`src/hw/rtl/gca_pkg.sv`:
```
package gca_pkg;

	localparam int MAX_GRID_SIDE = 1024;
	localparam int CORDIC_STEPS  = 16;

	localparam int ROW_W  = 11;
	localparam int COL_W  = 10;
	localparam int CNT_W  = 21;
	localparam int SUM_W  = 32;
	localparam int DIST_W = 22;
	localparam int QUO_W  = 31;
	localparam int MEAN_W = 12;
	localparam int CX_W   = 34;
	localparam int Z_W    = 20;
	localparam int ATAN_N = 24;
	localparam int IDX_W  = 5;

	localparam logic signed [Z_W-1:0] HALF_PI_Q16  = 20'sd102944;
	localparam logic signed [31:0]    CMD_NONE_LIN = -32'sd5243;
	localparam logic signed [31:0]    CMD_NONE_ANG = 32'sd32768;
	localparam logic signed [31:0]    CMD_OFF_ANG  = 32'sd52429;

	localparam logic [1:0] OUTCOME_OFF   = 2'd0;
	localparam logic [1:0] OUTCOME_NONE  = 2'd1;
	localparam logic [1:0] OUTCOME_STEER = 2'd2;

	typedef struct packed {
		logic [10:0]        grid_width;
		logic signed [10:0] rect_x_low;
		logic signed [10:0] rect_x_high;
		logic signed [10:0] rect_y_low;
		logic signed [10:0] rect_y_high;
	} region_cfg_t;

	typedef struct packed {
		logic             start;
		logic [QUO_W-1:0] dividend;
		logic [CNT_W-1:0] divisor;
	} div_req_t;

	typedef struct packed {
		logic             done;
		logic [QUO_W-1:0] quotient;
	} div_rsp_t;

	function automatic logic [16:0] atan_entry(input logic [IDX_W-1:0] idx);
		logic [16:0] v;
		case (idx)
			5'd0: v = 17'd51472;
			5'd1: v = 17'd30386;
			5'd2: v = 17'd16055;
			5'd3: v = 17'd8150;
			5'd4: v = 17'd4091;
			5'd5: v = 17'd2047;
			5'd6: v = 17'd1024;
			5'd7: v = 17'd512;
			5'd8: v = 17'd256;
			5'd9: v = 17'd128;
			5'd10: v = 17'd64;
			5'd11: v = 17'd32;
			5'd12: v = 17'd16;
			5'd13: v = 17'd8;
			5'd14: v = 17'd4;
			5'd15: v = 17'd2;
			5'd16: v = 17'd1;
			default: v = 17'd0;
		endcase
		return v;
	endfunction

endpackage

```
`src/hw/rtl/gca_accum.sv`:
```
module gca_accum (
	input  logic                        clk,
	input  logic                        arst_n,
	input  logic                        accept,
	input  logic signed [7:0]           occupancy,
	input  gca_pkg::region_cfg_t        cfg,
	input  logic                        clear,
	output logic [gca_pkg::CNT_W-1:0]   occupied_count,
	output logic signed [gca_pkg::SUM_W-1:0] x_sum,
	output logic signed [gca_pkg::SUM_W-1:0] y_sum,
	output logic [gca_pkg::DIST_W-1:0]  nearest_sq_dist
);
	import gca_pkg::*;

	logic [ROW_W-1:0]         row_q;
	logic [COL_W-1:0]         col_q;
	logic [CNT_W-1:0]         cnt_q;
	logic signed [SUM_W-1:0]  xs_q, ys_q;
	logic [DIST_W-1:0]        dist_q;
	logic [10:0]              w;
	logic signed [11:0]       x12, y12;
	logic signed [23:0]       xx, yy;
	logic [DIST_W:0]          d;
	logic                     hit;
	logic                     row_ok;
	logic [10:0]              col_next;

	always_comb begin
		if (cfg.grid_width == 11'd0)
			w = 11'd1;
		else if (cfg.grid_width > 11'(MAX_GRID_SIDE))
			w = 11'(MAX_GRID_SIDE);
		else
			w = cfg.grid_width;
		row_ok = row_q < ROW_W'(MAX_GRID_SIDE);
		x12 = $signed({2'b00, w[10:1]}) - 12'sd1 - $signed({1'b0, row_q});
		y12 = $signed({2'b00, col_q});
		xx = x12 * x12;
		yy = y12 * y12;
		d = xx[DIST_W:0] + yy[DIST_W:0];
		hit = (occupancy == 8'sd100) && row_ok &&
			(x12 >= $signed({cfg.rect_x_low[10], cfg.rect_x_low})) &&
			(x12 <= $signed({cfg.rect_x_high[10], cfg.rect_x_high})) &&
			(y12 >= $signed({cfg.rect_y_low[10], cfg.rect_y_low})) &&
			(y12 <= $signed({cfg.rect_y_high[10], cfg.rect_y_high}));
		col_next = {1'b0, col_q} + 11'd1;
	end

	always_ff @(posedge clk or negedge arst_n) begin
		if (!arst_n) begin
			row_q <= '0;
			col_q <= '0;
			cnt_q <= '0;
			xs_q <= '0;
			ys_q <= '0;
			dist_q <= '1;
		end else if (clear) begin
			row_q <= '0;
			col_q <= '0;
			cnt_q <= '0;
			xs_q <= '0;
			ys_q <= '0;
			dist_q <= '1;
		end else if (accept) begin
			if (hit) begin
				cnt_q <= cnt_q + CNT_W'(1);
				xs_q <= xs_q + SUM_W'(x12);
				ys_q <= ys_q + SUM_W'(y12);
				if (d[DIST_W-1:0] < dist_q)
					dist_q <= d[DIST_W-1:0];
			end
			if (row_ok) begin
				if (col_next >= w) begin
					col_q <= '0;
					row_q <= row_q + ROW_W'(1);
				end else begin
					col_q <= col_next[COL_W-1:0];
				end
			end
		end
	end

	assign occupied_count = cnt_q;
	assign x_sum = xs_q;
	assign y_sum = ys_q;
	assign nearest_sq_dist = dist_q;

endmodule

```
`config.mk`:
```
export PLATFORM = sky130hd
export DESIGN_NAME = gca_accum
export DESIGN_NICKNAME = d
export VERILOG_FILES = /design/src/hw/rtl/gca_pkg.sv /design/src/hw/rtl/gca_accum.sv
export SDC_FILE = /design/constraint.sdc
export NUM_CORES = 1
export LEC_CHECK = 0
export BUFFER_PORTS_ARGS = -buffer_cell sky130_fd_sc_hd__clkbuf_2
export CORE_MARGIN = 3
export CORE_UTILIZATION = 65
export DETAILED_ROUTE_END_ITERATION = 12
export GPL_TIMING_DRIVEN = 0
export PLACE_DENSITY_LB_ADDON = 0.05
export REMOVE_ABC_BUFFERS = 1
export SLEW_MARGIN = 10
export SYNTH_ARGS = -nofsm -noshare
export SYNTH_HDL_FRONTEND = slang
export SYNTH_SLANG_ARGS = --single-unit
```
`constraint.sdc`:
```
create_clock -name clk -period 22.3 [get_ports clk]
set_clock_uncertainty 0.1 [all_clocks]
set_input_delay 2.23 -clock clk [delete_from_list [all_inputs] [get_ports clk]]
set_output_delay 2.23 -clock clk [all_outputs]
set_load 0.05 [all_outputs]
```
==> flow_summary.yaml <==
yosys:
  synth_cell_types: 79
  synth_edf_count: 0
  ys_warn_count: 0
  synth-seq-cells: 128
  async_flop_share: 1.00
  synth_flop_cell: "dfrtp_1"
  seq_area_frac_synth: 0.183
  avgSynthCellArea_um2: 8.61
  postSynthCellCount: 2053
  syn_area_um2: 17700
final_layout:
  fillers: 2017
  regArea_um2: 3230
  layout_commonest_cell: "inv_1"
  multi_input_area_um2: 12700
  drive_above_1_share: 0.121
  final_cell_mix: "inv_1 (407), ha_1 (225), nand2_1 (222)"
  finish.net_count: 2691
  n_antenna_cell: 0
  area_delta_synth_final_pct: 10.5
  fin_area_um2: 19500
drt:
  drt-initial-drc-count: 948
  ant_nets: 0
  drtPass1Iterations: 5
  drcViolationCount: 0
  via_per_inst: 5.72
  route.vias.total: 14600
  drt-total-wl_mm: 43.9
  routedWlPerCell_um: 17.2
global_routing:
  met3_usage: 0.0543
  grt.busiest_layer: "met2"
  grt_pass1_wl_mm: 73.0
  use_met2: 0.533
  first_global_vias: 15200
  track_usage: 0.313
  grt.overflow.total: 0
  grt_antenna_before_repair: 0
  grt_max_degree: 75
  grt_use_met1: 0.400
place:
  hpwl_mm: 34.3
  gp_congestion: 0.904
  place_area_um2: 18900
  portBuffers: 173
clock_tree:
  cts.reportedPaths.clkPinSlew_ns: 0.07
  clk_latency_ns: 0.44
  cts.repair.resized: 0
  cts_tree: "yes"
  cts-root-buf: "clkbuf_16"
  cts_buffer_depth: 2
  post-cts-setup-buffers: 0
  cts_hold_buf: 0
  cts_made_buffers: 17
  clkSinkCount: 128
  htreeDepth: 4
worst_setup_path:
  crit_slowest_cell: "xnor2_1"
  path_buf_inv: 8
  end_kind: "flip-flop"
  arrival_ns: 14.44
  cp.required_ns: 22.53
  crit_family: "adder cells"
  cpMostUsedCell: "fa_1"
  cp_max_fo: 23
  worst-setup-path-type: "primary input to flip-flop"
  cpPeakStageDelay_ns: 0.97
  worstSetupStartpointType: "primary input"
die:
  boundaryPins: 174
  core_area_um2: 26400
  die-area_um2: 29200
  die_w_um: 171
  die_h_um: 171
  start_util: 0.669
  rows: 59
sta:
  worst_slew_pin_slew_ns: 1.28
  slew_headroom: 0.144
  max_freq_mhz: 70.4
  timing.final.hold_violations: 0
  tns_ns: 0
  fin_crit_sh: 0.637
  rsz0062_at_grt: "false"
  setup_viol: 0
  final_max_slew_viol_count: 0
  min_period_ns: 14.21
flow_run:
  maxCapViolations: 0
status:
  outcome: "completed"
worst_hold_path:
  min-delay-path-class: "flip-flop to flip-flop"
## kinds of logic (layout without fill, tap and decap cells)
family	count (synthesis)	in the layout	share of synthesized area
AO/OA/AOI/OAI	349	349	0.125
flip-flops	128	128	0.183
AND/OR/NAND/NOR	575	575	0.154
XOR/XNOR	120	120	0.0594
adder cells (fa/ha/maj)	416	416	0.375
multiplexers	7	7	0.00425
buffers and inverters	458	626	0.0990
## stage by stage
stage                     cells  hold WS, ns  worst slack, ns   util
final                      2556        0.430             8.09  0.739
after CTS                  2556        0.436             8.21  0.739
after floorplan            2008        0.408             8.67      -
after detailed placement   2524        0.420             7.78  0.717
after global placement     2516        0.411             6.31  0.710
after global routing       2556        0.452             7.39  0.739
## synth_stat cells, types with 14 or more instances
master | n | share of area
inv_1 | 407 | 0.086
ha_1 | 225 | 0.16
nand2_1 | 222 | 0.047
fa_1 | 191 | 0.22
nor2_1 | 136 | 0.029
a21oi_1 | 124 | 0.035
dfrtp_1 | 106 | 0.15
xnor2_1 | 84 | 0.042
o21ai_0 | 72 | 0.020
xor2_1 | 36 | 0.018
clkbuf_1 | 33 | 0.0070
nand3_1 | 33 | 0.0093
or3_1 | 33 | 0.012
a21o_1 | 31 | 0.013
and2_1 | 30 | 0.011
o211ai_1 | 30 | 0.013
nor3_1 | 25 | 0.0071
dfstp_2 | 22 | 0.033
nand4_1 | 18 | 0.0064
nor2b_1 | 17 | 0.0060
and3_1 | 16 | 0.0057
nand2b_1 | 15 | 0.0053
o21a_1 | 14 | 0.0059
## final timing paths
check,start,to,slack (ns),cells after the start
worst max-delay path,cfg[46],nearest_sq_dist[0],8.09,45
worst min-delay path,nearest_sq_dist[11],nearest_sq_dist[11],0.43,2
worst max register to register,row_q[0],nearest_sq_dist[0],10.51,39
worst min register to register,nearest_sq_dist[11],nearest_sq_dist[11],0.43,2
max in group asynchronous,arst_n,x_sum[4],19.69,2
min in group asynchronous,arst_n,occupied_count[13],1.65,1
## metal layers
metal	up-vias	share of wire	routed length (um)
met3	112	0.067	2940
met2	494	0.48	21000
met5	-	0	0
li1	6976	-	-
met4	0	0.037	1620
met1	7049	0.42	18300
## final cells by class
class / instances / area share
multi-input cells: 1467 / 0.651
flip-flops and latches: 128 / 0.165
inverters: 413 / 0.0793
repair buffers: 181 / 0.0517
clock buffers: 18 / 0.0220
well taps: 335 / 0.0215
clock inverters: 14 / 0.00884
## registers in the layout (all words and copies together), names as in the netlist
register / cells
occupied_count: 21
x_sum: 32
y_sum: 32
row_q: 11
col_q: 10
nearest_sq_dist: 22
## worst min-delay path: stages, from the launching register on
cell      delay, ns
dfstp_2        0.37
inv_1          0.06
o211ai_1       0.09
Power is not shown: default switching activity piles up to over one toggle a cycle in this logic, so the estimate is an artifact.
