[config.mk]
export PLATFORM = sky130hd
export DESIGN_NAME = gca_cordic
export DESIGN_NICKNAME = d
export VERILOG_FILES = /design/src/hw/rtl/gca_pkg.sv /design/src/hw/rtl/gca_cordic.sv
export SDC_FILE = /design/constraint.sdc
export NUM_CORES = 1
export LEC_CHECK = 0
export BUFFER_PORTS_ARGS = -buffer_cell sky130_fd_sc_hd__buf_2
export CAP_MARGIN = 20
export CORE_AREA = 2 2 181 165
export CTS_BUF_LIST = sky130_fd_sc_hd__clkbuf_8
export DETAILED_ROUTE_END_ITERATION = 6
export DIE_AREA = 0 0 183 167
export PLACE_DENSITY = 0.79
export SYNTH_ARGS = -nofsm -noshare
export SYNTH_HDL_FRONTEND = slang
export SYNTH_SLANG_ARGS = --single-unit
[constraint.sdc]
create_clock -name clk -period 6.2 [get_ports clk]
set_input_delay 0.62 -clock clk [delete_from_list [all_inputs] [get_ports clk]]
set_output_delay 0.62 -clock clk [all_outputs]
set_load 0.02 [all_outputs]
[src/hw/rtl/gca_pkg.sv]
package gca_pkg;

	localparam int MAX_GRID_SIDE = 1024;
	localparam int CORDIC_STEPS  = 16;

	localparam int ROW_W  = 11;
	localparam int COL_W  = 10;
	localparam int CNT_W  = 21;
	localparam int SUM_W  = 32;
	localparam int DIST_W = 22;
	localparam int QUO_W  = 31;
	localparam int MEAN_W = 12;
	localparam int CX_W   = 34;
	localparam int Z_W    = 20;
	localparam int ATAN_N = 24;
	localparam int IDX_W  = 5;

	localparam logic signed [Z_W-1:0] HALF_PI_Q16  = 20'sd102944;
	localparam logic signed [31:0]    CMD_NONE_LIN = -32'sd5243;
	localparam logic signed [31:0]    CMD_NONE_ANG = 32'sd32768;
	localparam logic signed [31:0]    CMD_OFF_ANG  = 32'sd52429;

	localparam logic [1:0] OUTCOME_OFF   = 2'd0;
	localparam logic [1:0] OUTCOME_NONE  = 2'd1;
	localparam logic [1:0] OUTCOME_STEER = 2'd2;

	typedef struct packed {
		logic [10:0]        grid_width;
		logic signed [10:0] rect_x_low;
		logic signed [10:0] rect_x_high;
		logic signed [10:0] rect_y_low;
		logic signed [10:0] rect_y_high;
	} region_cfg_t;

	typedef struct packed {
		logic             start;
		logic [QUO_W-1:0] dividend;
		logic [CNT_W-1:0] divisor;
	} div_req_t;

	typedef struct packed {
		logic             done;
		logic [QUO_W-1:0] quotient;
	} div_rsp_t;

	function automatic logic [16:0] atan_entry(input logic [IDX_W-1:0] idx);
		logic [16:0] v;
		case (idx)
			5'd0: v = 17'd51472;
			5'd1: v = 17'd30386;
			5'd2: v = 17'd16055;
			5'd3: v = 17'd8150;
			5'd4: v = 17'd4091;
			5'd5: v = 17'd2047;
			5'd6: v = 17'd1024;
			5'd7: v = 17'd512;
			5'd8: v = 17'd256;
			5'd9: v = 17'd128;
			5'd10: v = 17'd64;
			5'd11: v = 17'd32;
			5'd12: v = 17'd16;
			5'd13: v = 17'd8;
			5'd14: v = 17'd4;
			5'd15: v = 17'd2;
			5'd16: v = 17'd1;
			default: v = 17'd0;
		endcase
		return v;
	endfunction

endpackage

[src/hw/rtl/gca_cordic.sv]
module gca_cordic #(
	parameter int CORDIC_STEPS = gca_pkg::CORDIC_STEPS
) (
	input  logic                            clk,
	input  logic                            arst_n,
	input  logic                            start,
	input  logic signed [gca_pkg::MEAN_W-1:0] yv,
	input  logic signed [gca_pkg::MEAN_W-1:0] xv,
	output logic                            done,
	output logic signed [gca_pkg::Z_W-1:0]  angle
);
	import gca_pkg::*;

	localparam int NSTEP = (CORDIC_STEPS < ATAN_N) ? CORDIC_STEPS : ATAN_N;

	logic signed [CX_W-1:0] x_q, y_q, xs, ys, dx, dy;
	logic signed [Z_W-1:0]  z_q;
	logic [IDX_W-1:0]       i_q;
	logic                   busy_q, done_q;
	logic signed [Z_W-1:0]  at;

	always_comb begin
		xs = CX_W'(xv) <<< 16;
		ys = CX_W'(yv) <<< 16;
		dx = y_q >>> i_q;
		dy = x_q >>> i_q;
		at = $signed({3'b000, atan_entry(i_q)});
	end

	always_ff @(posedge clk or negedge arst_n) begin
		if (!arst_n) begin
			busy_q <= 1'b0;
			done_q <= 1'b0;
			i_q <= '0;
		end else begin
			done_q <= start ? (xv == '0 && yv == '0) :
				(busy_q && (i_q == IDX_W'(NSTEP - 1)));
			if (start) begin
				i_q <= '0;
				if (!(xv == '0 && yv == '0))
					busy_q <= 1'b1;
			end else if (busy_q) begin
				i_q <= i_q + IDX_W'(1);
				if (i_q == IDX_W'(NSTEP - 1))
					busy_q <= 1'b0;
			end
		end
	end

	always_ff @(posedge clk) begin
		if (start) begin
			if (xv == '0 && yv == '0) begin
				x_q <= xs;
				y_q <= ys;
				z_q <= '0;
			end else if (xs < 0) begin
				if (ys >= 0) begin
					x_q <= ys;
					y_q <= -xs;
					z_q <= HALF_PI_Q16;
				end else begin
					x_q <= -ys;
					y_q <= xs;
					z_q <= -HALF_PI_Q16;
				end
			end else begin
				x_q <= xs;
				y_q <= ys;
				z_q <= '0;
			end
		end else if (busy_q) begin
			if (y_q > 0) begin
				x_q <= x_q + dx;
				y_q <= y_q - dy;
				z_q <= z_q + at;
			end else begin
				x_q <= x_q - dx;
				y_q <= y_q + dy;
				z_q <= z_q - at;
			end
		end
	end

	assign done = done_q;
	assign angle = z_q;

endmodule

==> reports/metrics.cfg <==
[detailed_routing]
drt-vias-per-instance=6.912
num_vias=16690
drt-initial-drc-count=2411
drt_pass1_iterations=6
ant_nets=0
drt_wl_total_um=59850
wire_per_inst_um=24.78
remaining_drc_errors=0

[min_path]
class_of_the_tightest_hold_or_removal_check=in2async

[setup_path]
criticalPathCategory=reg2reg
worstReg2RegEnd=y_q[33]
worst-path-buf-inv=2
critical_path.cell_chain=buf_6 -> buf_12 -> mux4_2 -> mux2i_1 -> a211oi_1 -> nand2b_1 -> a211o_1 -> or4b_4 -> or2_2 -> nand2_1 -> xor2_1 -> ha_1 -> a21o_1 -> a211o_1 -> nor3_2 -> o31ai_1 -> a21o_1 -> a2111oi_4 -> nor3_2 -> xnor3_1 -> mux2_2
reg2reg_from=i_q[0]
critPathCaptureType=register
r2r_cells=21
r2r_setup_slack_ns=0.03
critPathTopFamily=compound AO/OA/AOI/OAI gates
timing.critical_path.arrival_ns=6.33
startpoint_types=register
max_stage_delay_ns=0.55
cell_type_of_the_slowest_stage_on_the_worst_timing_path=sky130_fd_sc_hd__or4b_4
critical_path_fanout_max=8
critical_path_required_ns=6.36

[global_route]
grt.total_usage_pct=38.42
grt_pass1_wl_um=90330
grt_pass1_vias=15550
antenna_found_initial=0
grt_max_degree=76
global_route.overflow_total=0

[cts]
cts_hold_buf=0
cts_buffers=9
cts_root_buffer=sky130_fd_sc_hd__clkbuf_8
worst_skew_pair.late_latency_ns=0.41
cts_num_sinks=95
clkSlewWorstSetupHoldPaths_ns=0.08
cts_tree=done
htreeDepth=3
ctsLongestPathBuffers=2

[floorplanning]
rows=59
floorplan.die.height_um=167
die-area_sq_mm=0.03056
dieWidth_um=183
ports=48
core_area_sq_mm=0.02864
start_util_pct=54.33

[sta]
worst_clock_skew_ns=0.01582
max_clock_freq_mhz=162.0
slew_headroom_pct=44.43
finalCritPeriodShare_pct=99.55
slew_violations=0
count_of_final_hold_check_violations=0
setup_viol=0
timing.final.crit_period_ns=6.172
tightestPinTransition_ns=0.8259
worst_slack_ns=0.02783

[layout]
antenna_cells_inserted=0
layout.filler_cells=2399
drive_gt1_share_pct=24.35
multi_input_comb_area_sq_mm=0.01219
sequential_cell_area_sq_mm=0.002829
relative_area_change_from_synthesis_to_final_layout_pct=17.50
final_nets=2175
final_cells=2415

[placed_design]
dpl.cell_count=2372
placement.setup.worst_slack_ns=-0.05405
port-buffer-count=47
detailedPlacementHpwl_um=46300
rd_place_congestion=1.076

[synthesis]
area_of_the_mapped_netlist_sq_mm=0.01556
post_synthesis_net_count=1978
ys_warns=0
synthesis_stage_register_bit_count=95
synthCells=1848
yosys_most_used_dff=sky130_fd_sc_hd__edfxtp_1
synth_edf_count=88
synth.lib_cells_used.distinct=94
async_flop_share_pct=7.368
synth_seq_area_share_pct=18.11
avgSynthCellArea_sq_um=8.421

[run_status]
outcome=complete, no violations

[job]
max-cap-violations=0

==> synth_stat cells (20+ instances only) <==
| cell type | instances | area (sq um) |
|---|---|---|
| sky130_fd_sc_hd__nor2_1 | 172 | 645.6 |
| sky130_fd_sc_hd__nand2_1 | 143 | 536.8 |
| sky130_fd_sc_hd__a21oi_1 | 135 | 675.7 |
| sky130_fd_sc_hd__o21ai_0 | 120 | 600.6 |
| sky130_fd_sc_hd__ha_1 | 100 | 1251 |
| sky130_fd_sc_hd__xnor2_1 | 89 | 779.5 |
| sky130_fd_sc_hd__edfxtp_1 | 88 | 2643 |
| sky130_fd_sc_hd__mux2i_1 | 74 | 740.7 |
| sky130_fd_sc_hd__mux4_2 | 69 | 1554 |
| sky130_fd_sc_hd__inv_1 | 60 | 225.2 |
| sky130_fd_sc_hd__xor2_1 | 60 | 525.5 |
| sky130_fd_sc_hd__clkbuf_1 | 48 | 180.2 |
| sky130_fd_sc_hd__nor3_1 | 44 | 220.2 |
| sky130_fd_sc_hd__nand3_1 | 43 | 215.2 |
| sky130_fd_sc_hd__a21o_1 | 38 | 285.3 |
| sky130_fd_sc_hd__a211oi_1 | 34 | 255.2 |
| sky130_fd_sc_hd__a31oi_1 | 33 | 206.5 |
| sky130_fd_sc_hd__mux2_2 | 33 | 371.6 |
| sky130_fd_sc_hd__o211ai_1 | 33 | 247.7 |
| sky130_fd_sc_hd__nor2b_1 | 32 | 200.2 |
| sky130_fd_sc_hd__buf_2 | 27 | 135.1 |
| sky130_fd_sc_hd__o21a_1 | 23 | 172.7 |
| sky130_fd_sc_hd__buf_1 | 22 | 82.58 |
| sky130_fd_sc_hd__and3_1 | 20 | 125.1 |
==> cell families after synthesis <==
family	synth area share [%]
AOI/OAI and AO/OA	23.82
xor gates and xnor gates	8.531
adders and majority gates	8.426
buffers and inverters	5.146
DFF	18.11
muxes	17.47
and+or+nand+nor	18.50
==> sequential cells by signal, indices dropped and copies added, names as in the netlist <==
name    cells
x_q        34
angle      20
i_q         5
busy_q      1
y_q        34
done        1
==> cell usage in the layout (no fill, tap or decap), drive strengths merged, types with 34 or more instances in the layout <==
cell	Yosys	layout
nand3	43	43
ha	100	100
mux4	71	71
nor3	46	46
nand2	143	143
buf	65	294
inv	61	62
a21o	38	38
a211oi	34	34
mux2i	74	74
o21ai	121	121
xor2	60	60
xnor2	89	89
nor2	172	172
edfxtp	88	88
a21oi	135	135
==> repair_timing <==
item                                    in CTS  in global routing
endpoints found under the setup margin       3                 14
pin swaps                                    0                 16
cloned                                       1                  4
setup buffers                                0                 23
resized for setup                            3                 59
==> final cells by class <==
type                    count  share of cell area [%]
clock buffers               9                  0.6774
multi-input cells        1578                   66.66
repair buffers            299                   13.12
inverters                  62                   1.280
clock inverters             6                  0.2942
flip-flops and latches     95                   15.47
well taps                 366                   2.504
==> worst reg2reg max path, delay by kind of cell, from the launching register on <==
kind | cells | cell delay (ns)
compound gates | 7 | 1.76
xor+xnor | 2 | 0.47
buf+inv | 2 | 0.29
simple gates | 6 | 1.53
fa+ha+maj | 1 | 0.27
flops | 1 | 0.42
mux | 3 | 1.20
==> metal layers <==
| metal | GRT usage, % | vias to the layer above | part of all wire (%) |
|---|---|---|---|
| li1 | - | 7404 | - |
| met5 | 0 | - | 0 |
| met4 | 20.73 | 0 | 6.7 |
| met2 | 57.56 | 1129 | 43 |
| met3 | 7.632 | 248 | 12 |
| met1 | 52.19 | 7911 | 39 |
==> per-stage QoR <==
step / TNS (ns) / area, sq um / utilization (%) / hold slack, ns
after detailed placement: -0.1224 / 17550 / 61.28 / 0.4623
after CTS: 0 / 17780 / 62.06 / 0.03036
after global routing: -0.1974 / 18290 / 63.84 / 0.03770
after floorplan: 0 / 15560 / - / 0.3244
after global placement: -0.005724 / 17550 / 61.28 / 0.4644
final: 0 / 18290 / 63.84 / 0.03515
==> how the worst max path moves through the flow <==
stage                     startpoint       to  slack (ns)  cells past startpoint
after floorplan               i_q[0]  y_q[33]        0.18                     22
after global routing          i_q[0]  y_q[33]       -0.11                     23
final                         i_q[0]  y_q[33]        0.03                     21
after global placement        i_q[0]  y_q[33]      -0.006                     21
after CTS                     i_q[0]  y_q[33]        0.01                     21
after detailed placement      i_q[0]  y_q[33]       -0.05                     21
Power is not shown: default switching activity piles up to over one toggle a cycle in this logic, so the estimate is an artifact.
