**src/hw/rtl/gca_pkg.sv**
```systemverilog
package gca_pkg;

	localparam int MAX_GRID_SIDE = 1024;
	localparam int CORDIC_STEPS  = 16;

	localparam int ROW_W  = 11;
	localparam int COL_W  = 10;
	localparam int CNT_W  = 21;
	localparam int SUM_W  = 32;
	localparam int DIST_W = 22;
	localparam int QUO_W  = 31;
	localparam int MEAN_W = 12;
	localparam int CX_W   = 34;
	localparam int Z_W    = 20;
	localparam int ATAN_N = 24;
	localparam int IDX_W  = 5;

	localparam logic signed [Z_W-1:0] HALF_PI_Q16  = 20'sd102944;
	localparam logic signed [31:0]    CMD_NONE_LIN = -32'sd5243;
	localparam logic signed [31:0]    CMD_NONE_ANG = 32'sd32768;
	localparam logic signed [31:0]    CMD_OFF_ANG  = 32'sd52429;

	localparam logic [1:0] OUTCOME_OFF   = 2'd0;
	localparam logic [1:0] OUTCOME_NONE  = 2'd1;
	localparam logic [1:0] OUTCOME_STEER = 2'd2;

	typedef struct packed {
		logic [10:0]        grid_width;
		logic signed [10:0] rect_x_low;
		logic signed [10:0] rect_x_high;
		logic signed [10:0] rect_y_low;
		logic signed [10:0] rect_y_high;
	} region_cfg_t;

	typedef struct packed {
		logic             start;
		logic [QUO_W-1:0] dividend;
		logic [CNT_W-1:0] divisor;
	} div_req_t;

	typedef struct packed {
		logic             done;
		logic [QUO_W-1:0] quotient;
	} div_rsp_t;

	function automatic logic [16:0] atan_entry(input logic [IDX_W-1:0] idx);
		logic [16:0] v;
		case (idx)
			5'd0: v = 17'd51472;
			5'd1: v = 17'd30386;
			5'd2: v = 17'd16055;
			5'd3: v = 17'd8150;
			5'd4: v = 17'd4091;
			5'd5: v = 17'd2047;
			5'd6: v = 17'd1024;
			5'd7: v = 17'd512;
			5'd8: v = 17'd256;
			5'd9: v = 17'd128;
			5'd10: v = 17'd64;
			5'd11: v = 17'd32;
			5'd12: v = 17'd16;
			5'd13: v = 17'd8;
			5'd14: v = 17'd4;
			5'd15: v = 17'd2;
			5'd16: v = 17'd1;
			default: v = 17'd0;
		endcase
		return v;
	endfunction

endpackage

```
**src/hw/rtl/gca_div.sv**
```systemverilog
module gca_div (
	input  logic              clk,
	input  logic              arst_n,
	input  gca_pkg::div_req_t req,
	output gca_pkg::div_rsp_t rsp
);
	import gca_pkg::*;

	logic [CNT_W-1:0] rem_q;
	logic [QUO_W-1:0] quo_q;
	logic [CNT_W-1:0] dvs_q;
	logic [4:0]       cnt_q;
	logic             busy_q, done_q;
	logic [CNT_W:0]   trial;
	logic             fits;

	always_comb begin
		trial = {rem_q, quo_q[QUO_W-1]};
		fits = trial >= {1'b0, dvs_q};
	end

	always_ff @(posedge clk or negedge arst_n) begin
		if (!arst_n) begin
			busy_q <= 1'b0;
			done_q <= 1'b0;
			cnt_q <= '0;
		end else begin
			done_q <= !req.start && busy_q && (cnt_q == 5'(QUO_W - 1));
			if (req.start) begin
				busy_q <= 1'b1;
				cnt_q <= '0;
			end else if (busy_q) begin
				cnt_q <= cnt_q + 5'd1;
				if (cnt_q == 5'(QUO_W - 1))
					busy_q <= 1'b0;
			end
		end
	end

	always_ff @(posedge clk) begin
		if (req.start) begin
			rem_q <= '0;
			quo_q <= req.dividend;
			dvs_q <= req.divisor;
		end else if (busy_q) begin
			rem_q <= fits ? CNT_W'(trial - {1'b0, dvs_q}) : trial[CNT_W-1:0];
			quo_q <= {quo_q[QUO_W-2:0], fits};
		end
	end

	assign rsp.done = done_q;
	assign rsp.quotient = quo_q;

endmodule

```
**config.mk**
```make
export PLATFORM = sky130hd
export DESIGN_NAME = gca_div
export DESIGN_NICKNAME = d
export VERILOG_FILES = /design/src/hw/rtl/gca_pkg.sv /design/src/hw/rtl/gca_div.sv
export SDC_FILE = /design/constraint.sdc
export NUM_CORES = 1
export LEC_CHECK = 0
export BUFFER_PORTS_ARGS = -buffer_cell sky130_fd_sc_hd__buf_2
export CORE_MARGIN = 3
export CORE_UTILIZATION = 50
export CTS_CLUSTER_DIAMETER = 80
export DETAILED_ROUTE_END_ITERATION = 10
export PLACE_DENSITY_LB_ADDON = 0.15
export REMOVE_ABC_BUFFERS = 1
export SLEW_MARGIN = 15
export SYNTH_ARGS = -nofsm -noshare
export SYNTH_HDL_FRONTEND = slang
export SYNTH_SLANG_ARGS = --single-unit
```
**constraint.sdc**
```tcl
create_clock -name clk -period 2.8 [get_ports clk]
set_input_delay 0.14 -clock clk [delete_from_list [all_inputs] [get_ports clk]]
set_output_delay 0.14 -clock clk [all_outputs]
set_load 0.05 [all_outputs]
```
==> results.md <==
- The number of max-slew violations in the final report was 0.
- The number of placed instances, taps included, is 598.
- The per-cell via count in the routed design is 5.554.
- The maximum VDD drop is 374.2 µV.
- The first global-routing pass estimated 16.74 mm of wire.
- The synthesized netlist contains 54 unique library cells.
- Measured along the x axis, the die boundary spans 100.9 µm.
- The final layout net count is 610.
- The upper clock frequency limit is 382.7 MHz.
- The transition at the pin with the smallest max-transition slack is 0.7587 ns.
- The flip-flop cell with the highest count after synthesis is sky130_fd_sc_hd__edfxtp_1.
- The number of global-route vias before repair is 3506.
- Clock latency on the worst-skew pair, taken at its later pin, is 0.35 ns.
- The proportion of netlist area held by the largest area contributor is 0.3469.
- The number of antenna diodes is 0.
- For the finished layout, the period the worst path requires is 2.613 ns.
- The worst setup path is captured at a register.
- The critical path goes through inv_2 > ha_2 > inv_1 > fa_2 > a21oi_2 > o211ai_2 > a31oi_4 > o211ai_2 > a31o_4 > mux2_2.
- The routed layout has 3560 vias.
- In this run the tightest slew margin relative to its limit is 0.4942.
- The number of synthesis warnings is 0.
- The final setup slack of the worst path is 0.1872 ns.
- The global routing usage summed across all routing layers is 0.2096.
- The finished layout holds 641 standard cells, fillers aside.
- The chip height is 100.9 µm.
- After routing the design area is 0.005528 mm².
- Setup repair after global routing left no endpoint under its margin.
- The number of flops mapped to enable cells by yosys is 52.
- The routed wirelength normalized by instance count is 15.86 µm.
- In the synthesized netlist the async set-or-reset flop fraction comes to 0.08750.
- The leading area contributor after synthesis is sky130_fd_sc_hd__edfxtp_1.
- By count the netlist is led by sky130_fd_sc_hd__edfxtp_1, sky130_fd_sc_hd__nand2_1, sky130_fd_sc_hd__nor2_1, sky130_fd_sc_hd__mux2_2, sky130_fd_sc_hd__inv_1.
- The total global routing overflow is 0.
- The type of the setup path with the least slack is register to register.
- OpenSTA, run right after detailed placement, puts the worst setup slack at 0.007907 ns.
- At the end of routability-driven placement, the weighted congestion stood at 0.8241.
- The run finished with clean final reports.
- The share of the yosys chip area belonging to registers is 0.4792.
- Relative to the synthesized area, the layout overhead comes to 22.79%.
- The HPWL after detailed placement is 7.308 mm.
- In the routed design, unresolved DRC markers number 0.
- The final count of negative-setup-slack endpoints is 0.
- Of the total power, registers draw 0.446.
- The count of input and output buffers is 86.
- The final number of hold-violating endpoints came to 0.
- The arrival time of data at the critical path endpoint is 2.72 ns.
- The power density relative to cell area is 580.8 mW/mm².
- The placed instances occupy a cell area of 0.005042 mm².
- After clock tree synthesis, the clock-pin slew on the worst setup and hold paths is 0.09 ns.
- For this block, the routed nets add up to 10.17 mm of wire.
- A synthesized cell averages 10.77 µm².
- The share of total power dissipated in combinational logic is 0.279.
- The largest buffer count on any clock path is 2.
- The maximum fanout along the worst path is 9.
- The cell with the most instances after synthesis is sky130_fd_sc_hd__edfxtp_1.
- For the final database, setup skew stands at 0.008970 ns.
- The leakage component of the power is 2.410 nW.
- The total internal power is 0.002150 W.
- The detailed-routing iteration count for the pre-antenna-repair pass is 5.
- In this run the power spent charging and discharging nets is 0.001060 W.
- The number of synthesized register bits is 80.
- Row generation in the floorplan step produced 33 rows.
- The buffer cell driving the clock tree root is sky130_fd_sc_hd__clkbuf_8.
- The CTS tree is yes.
- The number of antenna violations at the first check in global routing is 0.
- The I/O pin count is 87.
- Sorting the synthesized cells by area gives the leading types as sky130_fd_sc_hd__edfxtp_1, sky130_fd_sc_hd__dfxtp_1, sky130_fd_sc_hd__mux2_2.
- The proportion of power drawn by the clock network is 0.275.
- For this configuration, the core starts out at a cell density of 0.5319.
- The mapped netlist covers 0.004502 mm².
- The post-route clock period utilization is 0.9332.
- Of the total power, the share spent switching nets is 0.3303.
- Of the cells placed in the final design, the portion with a size suffix greater than 1 is 0.3153.
- The pin count of the biggest net entering global routing is 59.
- The number of buffers added by the clock tree synthesis step is 9.
- The detail route stage leaves a number of antenna-violating nets equal to 0.
- The area of the core region is 0.008464 mm².
- The worst-path cell with the longest stage delay is sky130_fd_sc_hd__edfxtp_1.
- The most repeated library cell on the critical path is sky130_fd_sc_hd__o211ai_2.
- The tool flagged a number of max-cap violations equal to 0.
- The detailed router finished its first iteration with 232 violations.
- The floorplan step defined a die boundary enclosing 0.01018 mm².
- For this design, the sink count on the clock tree is 80.
- Synthesis produced 418 cells.
- The H-tree level count is 3.
- The tightest min-delay check is of the primary input to register type.
- The required time at the worst-slack endpoint is 2.90 ns.
- The type of element launching the critical path is a register.
- For this run, the slowest stage of the critical path takes 0.41 ns.
==> registers in the layout (all words and copies together) (netlist names) <==
register and cells:
busy_q 1, cnt_q 5, done_q 1, dvs_q 21
quo_q 31, rem_q 21
==> timing repair <==
item	4_1_cts	5_1_grt
endpoints found under the setup margin	5	21
pin swaps	0	5
setup buffers	0	5
hold buffers	22	0
gates resized for setup	1	4
hold endpoints to repair	28	0
==> cell usage in the layout, fill, tap and decap left out, types with 3 or more instances in the layout <==
cell and n:
sky130_fd_sc_hd__inv_1 27, sky130_fd_sc_hd__ha_1 22, sky130_fd_sc_hd__o21a_1 3, sky130_fd_sc_hd__nand2b_1 4, sky130_fd_sc_hd__a21oi_1 20, sky130_fd_sc_hd__dfxtp_1 21
sky130_fd_sc_hd__nand2_1 42, sky130_fd_sc_hd__edfxtp_1 52, sky130_fd_sc_hd__nand3_1 12, sky130_fd_sc_hd__dfrtp_1 7, sky130_fd_sc_hd__buf_2 86, sky130_fd_sc_hd__a21o_1 6
sky130_fd_sc_hd__nor3_1 5, sky130_fd_sc_hd__dlygate4sd3_1 22, sky130_fd_sc_hd__or3_1 3, sky130_fd_sc_hd__a311oi_2 10, sky130_fd_sc_hd__nor2_1 33, sky130_fd_sc_hd__and3_1 5
sky130_fd_sc_hd__xor2_1 10, sky130_fd_sc_hd__nand4_1 8, sky130_fd_sc_hd__nor2b_1 3, sky130_fd_sc_hd__a32oi_1 5, sky130_fd_sc_hd__buf_4 10, sky130_fd_sc_hd__clkbuf_8 9
sky130_fd_sc_hd__mux2_2 32, sky130_fd_sc_hd__xnor2_1 10, sky130_fd_sc_hd__a31oi_1 4, sky130_fd_sc_hd__o21ai_0 16
==> routing by layer <==
layer	part of all wire	up-vias	track usage
met3	0.077	9	0.06644
met5	0	-	0
met2	0.46	123	0.3337
li1	-	1758	-
met4	0.011	0	0.04663
met1	0.45	1670	0.2804
==> layout make-up <==
class | count | area, µm²
multi-input cells | 290 | 2151
clock buffers | 9 | 123.9
repair buffers | 121 | 777.0
clock inverters | 7 | 78.83
fillers | 678 | 2937
flip-flops and latches | 80 | 2157
well taps | 105 | 131.4
inverters | 29 | 108.9
==> stage by stage <==
step	hold slack [ns]	setup TNS (ns)	utilization	total power [W]
2_1_floorplan	-0.1556	-1.683	-	0.002052
5_1_grt	0.06793	0	0.6531	0.003378
3_3_place_gp	-0.02243	0	0.5957	0.002279
4_1_cts	0.07554	0	0.6461	0.003203
3_5_place_dp	-0.01543	0	0.5957	0.002289
6_report	0.08918	0	0.6531	0.003210
==> worst max-delay path: cells and delay by family (launching register included) <==
kind            cells  cell delay, ns
compound gates      5            1.00
fa+ha+maj           2            0.55
buf+inv             2            0.15
flops               1            0.41
mux                 1            0.26
==> kinds of logic (layout without fill, tap and decap cells) <==
logic type | Yosys count | after routing | share of synthesized area
buffers and inverters | 48 | 166 | 0.04502
and+or+nand+nor | 125 | 125 | 0.1298
adders and majority gates | 24 | 24 | 0.06837
muxes | 34 | 34 | 0.08449
xor gates and xnor gates | 20 | 20 | 0.03891
DFF | 80 | 80 | 0.4792
AOI/OAI and AO/OA | 87 | 87 | 0.1543
==> worst paths after layout <==
kind                                 from        to  slack, ns  cells after the start
min in group asynchronous          arst_n  cnt_q[2]       0.15                      2
worst min-delay path              req[30]  quo_q[9]       0.09                      2
worst max-delay path            quo_q[30]  quo_q[0]       0.19                     10
max in group asynchronous          arst_n  cnt_q[0]       2.49                      2
worst min register to register   rem_q[2]  rem_q[2]       0.50                      2
worst max register to register  quo_q[30]  quo_q[0]       0.19                     10
==> power groups by stage <==
| stage | Sequential (W) | Combinational [W] | Clock [W] |
|---|---|---|---|
| after floorplan | 0.00161 | 0.000440 | 0 |
| after global routing | 0.00145 | 0.000973 | 0.000959 |
| after global placement | 0.00145 | 0.000825 | 0 |
| after CTS | 0.00143 | 0.000864 | 0.000906 |
| final | 0.00143 | 0.000894 | 0.000884 |
| after detailed placement | 0.00146 | 0.000833 | 0 |
Note: power is estimated with default switching activity, not from simulation.
